===== src/rsqe_pkg.sv =====
// Shared types, constants and helpers of the road segment quad expander.
package rsqe_pkg;

  localparam int CoordW  = 32;
  localparam int WidthW  = 16;
  localparam int CfgW    = 16;
  localparam int IdxW    = 8;
  localparam int MagW    = 32;
  localparam int HalfMagW = 31;
  localparam int SqW     = 62;
  localparam int RadW    = 64;
  localparam int LenW    = 33;
  localparam int HwW     = 23;
  localparam int ProdW   = 55;
  localparam int NumW    = 56;
  localparam int WideW   = 64;
  localparam int DivCntW = 6;

  localparam logic [CfgW-1:0] RoadHeightReset = 16'd3277;
  localparam logic [CfgW-1:0] MinLengthReset  = 16'd1;

  localparam logic [IdxW-1:0] RegRoadHeight = 8'd0;
  localparam logic [IdxW-1:0] RegMinLength  = 8'd1;

  localparam logic [DivCntW-1:0] DivLast = 6'(NumW - 1);

  typedef enum logic [3:0] {
    CMD_NONE,
    CMD_LOAD,
    CMD_SQ_A,
    CMD_SQ_B,
    CMD_SUM,
    CMD_SQRT,
    CMD_LEN,
    CMD_MUL_Z,
    CMD_MUL_X,
    CMD_DIV_INIT,
    CMD_DIV_STEP,
    CMD_SAVE_Z,
    CMD_SAVE_X,
    CMD_EMIT
  } cmd_t;

  typedef struct packed {
    logic have_prev;
    logic sqrt_last;
    logic div_last;
    logic short_seg;
    logic out_busy;
  } stat_t;

  // Clamp a wide signed value to the signed 32-bit range.
  function automatic logic [CoordW-1:0] sat32(input logic signed [WideW-1:0] v);
    logic signed [WideW-1:0] hi;
    logic signed [WideW-1:0] lo;
    hi = 64'sd2147483647;
    lo = -64'sd2147483648;
    if (v > hi) begin
      return hi[CoordW-1:0];
    end else if (v < lo) begin
      return lo[CoordW-1:0];
    end
    return v[CoordW-1:0];
  endfunction

endpackage


===== src/rsqe_ctrl.sv =====
// Sequencing state machine of the quad expander.
module rsqe_ctrl (
  input  logic            clk,
  input  logic            rst,
  input  logic            pt_valid,
  input  logic            pt_start,
  output logic            pt_ready,
  input  rsqe_pkg::stat_t stat,
  output rsqe_pkg::cmd_t  cmd
);

  typedef enum logic [15:0] {
    S_IDLE = 16'h0001,
    S_SQA  = 16'h0002,
    S_SQB  = 16'h0004,
    S_SUM  = 16'h0008,
    S_SQRT = 16'h0010,
    S_LEN  = 16'h0020,
    S_CHK  = 16'h0040,
    S_MULZ = 16'h0080,
    S_DINZ = 16'h0100,
    S_DIVZ = 16'h0200,
    S_SVZ  = 16'h0400,
    S_MULX = 16'h0800,
    S_DINX = 16'h1000,
    S_DIVX = 16'h2000,
    S_SVX  = 16'h4000,
    S_EMIT = 16'h8000
  } state_t;

  state_t state, state_next;

  assign pt_ready = (state == S_IDLE);

  // Pick the next state and the datapath command.
  always_comb begin
    state_next = state;
    cmd        = rsqe_pkg::CMD_NONE;
    case (state)
      S_IDLE: begin
        if (pt_valid) begin
          cmd = rsqe_pkg::CMD_LOAD;
          if (!pt_start && stat.have_prev) state_next = S_SQA;
        end
      end
      S_SQA: begin
        cmd = rsqe_pkg::CMD_SQ_A;
        state_next = S_SQB;
      end
      S_SQB: begin
        cmd = rsqe_pkg::CMD_SQ_B;
        state_next = S_SUM;
      end
      S_SUM: begin
        cmd = rsqe_pkg::CMD_SUM;
        state_next = S_SQRT;
      end
      S_SQRT: begin
        cmd = rsqe_pkg::CMD_SQRT;
        if (stat.sqrt_last) state_next = S_LEN;
      end
      S_LEN: begin
        cmd = rsqe_pkg::CMD_LEN;
        state_next = S_CHK;
      end
      S_CHK: begin
        state_next = stat.short_seg ? S_IDLE : S_MULZ;
      end
      S_MULZ: begin
        cmd = rsqe_pkg::CMD_MUL_Z;
        state_next = S_DINZ;
      end
      S_DINZ: begin
        cmd = rsqe_pkg::CMD_DIV_INIT;
        state_next = S_DIVZ;
      end
      S_DIVZ: begin
        cmd = rsqe_pkg::CMD_DIV_STEP;
        if (stat.div_last) state_next = S_SVZ;
      end
      S_SVZ: begin
        cmd = rsqe_pkg::CMD_SAVE_Z;
        state_next = S_MULX;
      end
      S_MULX: begin
        cmd = rsqe_pkg::CMD_MUL_X;
        state_next = S_DINX;
      end
      S_DINX: begin
        cmd = rsqe_pkg::CMD_DIV_INIT;
        state_next = S_DIVX;
      end
      S_DIVX: begin
        cmd = rsqe_pkg::CMD_DIV_STEP;
        if (stat.div_last) state_next = S_SVX;
      end
      S_SVX: begin
        cmd = rsqe_pkg::CMD_SAVE_X;
        state_next = S_EMIT;
      end
      S_EMIT: begin
        if (!stat.out_busy) begin
          cmd = rsqe_pkg::CMD_EMIT;
          state_next = S_IDLE;
        end
      end
      default: state_next = S_IDLE;
    endcase
  end

  // Advance the state.
  always_ff @(posedge clk) begin
    if (rst) begin
      state <= S_IDLE;
    end else begin
      state <= state_next;
    end
  end

  // A result is only produced while the output register is free.
  a_emit_free: assert property (@(posedge clk) disable iff (rst)
    cmd == rsqe_pkg::CMD_EMIT |-> !stat.out_busy) else $error("emit into busy output");
  // Accepting a word only happens from idle.
  a_load_idle: assert property (@(posedge clk) disable iff (rst)
    cmd == rsqe_pkg::CMD_LOAD |-> pt_ready) else $error("load outside idle");
  // A finished emit returns to idle.
  a_emit_idle: assert property (@(posedge clk) disable iff (rst)
    cmd == rsqe_pkg::CMD_EMIT |=> state == S_IDLE) else $error("emit did not return to idle");

endmodule


===== config.mk =====
export PLATFORM = sky130hd
export DESIGN_NAME = rsqe_ctrl
export DESIGN_NICKNAME = d
export VERILOG_FILES = /design/src/rsqe_pkg.sv /design/src/rsqe_ctrl.sv
export SDC_FILE = /design/constraint.sdc
export NUM_CORES = 1
export LEC_CHECK = 0
export ABC_AREA = 1
export BUFFER_PORTS_ARGS = -buffer_cell sky130_fd_sc_hd__buf_2
export CORE_MARGIN = 1.5
export CORE_UTILIZATION = 59
export CTS_BUF_LIST = sky130_fd_sc_hd__clkbuf_8
export CTS_CLUSTER_DIAMETER = 30
export DETAILED_ROUTE_END_ITERATION = 16
export PLACE_DENSITY = 0.81
export SYNTH_ARGS = -nofsm -noshare
export SYNTH_HDL_FRONTEND = slang
export SYNTH_SLANG_ARGS = --single-unit
export TNS_END_PERCENT = 10

===== constraint.sdc =====
create_clock -name clk -period 1.83 [get_ports clk]
set_input_delay 0.0915 -clock clk [delete_from_list [all_inputs] [get_ports clk]]
set_output_delay 0.0915 -clock clk [all_outputs]
set_load 0.05 [all_outputs]

==> results_dict.tcl <==
set metrics [dict create \
    hold_end "state[7]" \
    dp_hpwl_mm 2.16 \
    antenna_left 0 \
    drt-initial-drc-count 32 \
    cts_buffer_depth 2 \
    fin_crit_sh_pct 103 \
    synth_area_um2 1170 \
    synth_fp_nets 199 \
    regMostFlops "state" \
    io_buffer_count 13 \
    outcome "finished with violations" \
    fmax_mhz 532 \
    place_congestion 0.938 \
    vias 1218 \
    antenna_found_initial 0 \
    top_regs "state x16" \
    grt_pass1_wl_mm 4.26 \
    clock-sinks 16 \
    ys_top_cells_by_area "dfxtp_1, nand2_1, nor2_1" \
    yosysWarningCount 0 \
    period_minus_slack_ns 1.88 \
    drc 0 \
    syn_inst 190 \
    avgSynthCellArea_um2 6.14 \
    path_class "flop to output pin" \
    final_cells 237 \
    setup_viol 2 \
    totalWireLength_mm 2.85 \
    synth.distinct_cells 21 \
    cts_tree "built" \
    worst_hold_path_type "primary input to flop" \
    drive_above_1_share_pct 30.7 \
    ir_drop_mv 0.836 \
    core.rowCount 15 \
    nets 223 \
    boundaryPins 14 \
    synth-seq-cells 16 \
    max_cap_viol_count 0 \
    h-tree-depth 1 \
    skew_ns 0.00460 \
    insertion_delay_ns 0.24 \
    leakage_nw 0.772 \
    ys_seq_area_share_pct 27.4 \
    final_common_cell "nand2_1" \
    area_delta_synth_final_pct 24.3 \
    whs_ns 0.0241 \
    die_w_um 47.5 \
    cts_root_buf "clkbuf_8" \
    min_path_cells 2 \
    yosys.area.top_type "dfxtp_1" \
    grt_pass1_vias 1087 \
    clkTransAtPathRegs_ns 0.06 \
    first_pass_iters 4 \
    cts_buffers 3 \
    drv_slew 0 \
    vias_per_cell 5.14 \
    setup_ws_ns -0.0497 \
    ff2ff_setup_slack_ns 0.18 \
    grt_start_max_net_pins 14 \
    timing.rr.end "state[8]" \
    place_ws_ns 0.121 \
    power_density_nw_per_um2 1170 \
    final_cell_mix "nand2_1, nor2_1, inv_1" \
    track_usage_pct 27.4 \
    largest_register_ffs 16 \
    critical_path_arrival_ns 1.79 \
    core_um2 1780 \
    die_area_um2 2250 \
    startpoint_type "flop" \
    num_antenna_cells 0 \
    crit_required_ns 1.74 \
    synth_top_area_share_pct 27.4 \
    wl_per_cell_um 12.0 \
    die-height_um 47.5 \
    violations "setup timing" \
    start_util_pct 65.5 \
    end_kind "output pin" \
    hold_viol 0 \
    post-route-util_pct 81.4 \
    min_from "stat[1]" \
    worst_pin_slew_ns 0.286 \
    relSlewSlack_pct 80.8 \
    dp.cells 228 \
    rsz0062_at_grt "yes" \
    reg2reg_depth 11 \
    timing.rr.start "state[4]" \
    grt-ovfl-total 0 \
    critPathMaxFanout 6 \
]
-- cell families after synthesis --
kind of cell    Yosys count  synth area share, %
compound gates           10                 4.61
buf+inv                  38                 13.0
flops                    16                 27.4
simple gates            126                 55.0
-- worst max-delay path, cell delays in order (launching register included) --
cell	delay [ns]
dfxtp_4	0.35
nor2_4	0.14
nand2_4	0.09
nor2_8	0.18
inv_4	0.06
nor2_4	0.14
nand4_1	0.17
inv_2	0.12
nor3_2	0.04
nand3b_1	0.10
buf_6	0.16
-- Yosys cell counts --
cell and instances:
nand2_4 4, inv_1 32, clkinv_1 1, a21oi_1 3
o21ai_0 6, buf_4 1, nand4_1 5, inv_4 2
a21oi_2 1, dfxtp_1 16, nand3b_2 1, nand2_1 38
nand3_1 18, nor2_2 4, nor2_1 37, nand2_2 4
inv_2 2, nand3b_1 2, nor2_8 1, nor2_4 6
nor3_1 6
-- worst max-delay path by stage --
stage                        start     end  slack (ns)  depth (start not counted)
after floorplan           state[8]  cmd[0]       0.005                          8
after global placement    state[4]  cmd[0]        0.14                         10
after detailed placement  state[4]  cmd[0]        0.12                         10
after CTS                 state[1]  cmd[1]     -0.0008                         10
after global routing      state[4]  cmd[1]       -0.16                         10
final                     state[4]  cmd[1]       -0.05                         10
-- metrics by stage --
| step | total power [mW] | cell area (um2) | setup TNS [ns] |
|---|---|---|---|
| 5_1_grt | 1.80 | 1450 | -0.388 |
| 3_5_place_dp | 1.34 | 1290 | 0 |
| 2_1_floorplan | 1.15 | 1180 | 0 |
| 6_report | 1.70 | 1450 | -0.0632 |
| 3_3_place_gp | 1.33 | 1290 | 0 |
| 4_1_cts | 1.63 | 1370 | -0.000828 |
-- cell type report --
| type | count | area [um2] |
|---|---|---|
| Multi-Input combinational cell | 136 | 742 |
| Sequential cell | 16 | 334 |
| Fill cell | 129 | 332 |
| Timing Repair Buffer | 20 | 155 |
| Inverter | 37 | 148 |
| Clock buffer | 3 | 41.3 |
| Tap cell | 25 | 31.3 |
-- timing repair --
item / 4_1_cts / 5_1_grt
setup endpoints to repair: 4 / 4
hold buffers: 0 / 0
gates resized for setup: 13 / 13
setup buffers: 0 / 6
endpoints found under the hold margin: 0 / 0
pin swaps: 6 / 8
-- where the power goes --
part	switching (mW)	internal (mW)	total (mW)
clock network	0.106	0.146	0.251
logic	0.678	0.346	1.02
registers	0.0363	0.386	0.422
total	0.820	0.877	1.70
-- routing by layer --
layer | share of wire (%) | GRT usage [%]
met2 | 50 | 50.0
met4 | 3.1 | 17.2
met5 | 0 | 0
met3 | 3.9 | 4.15
met1 | 43 | 29.1
Power figures use the tool's default switching activity.
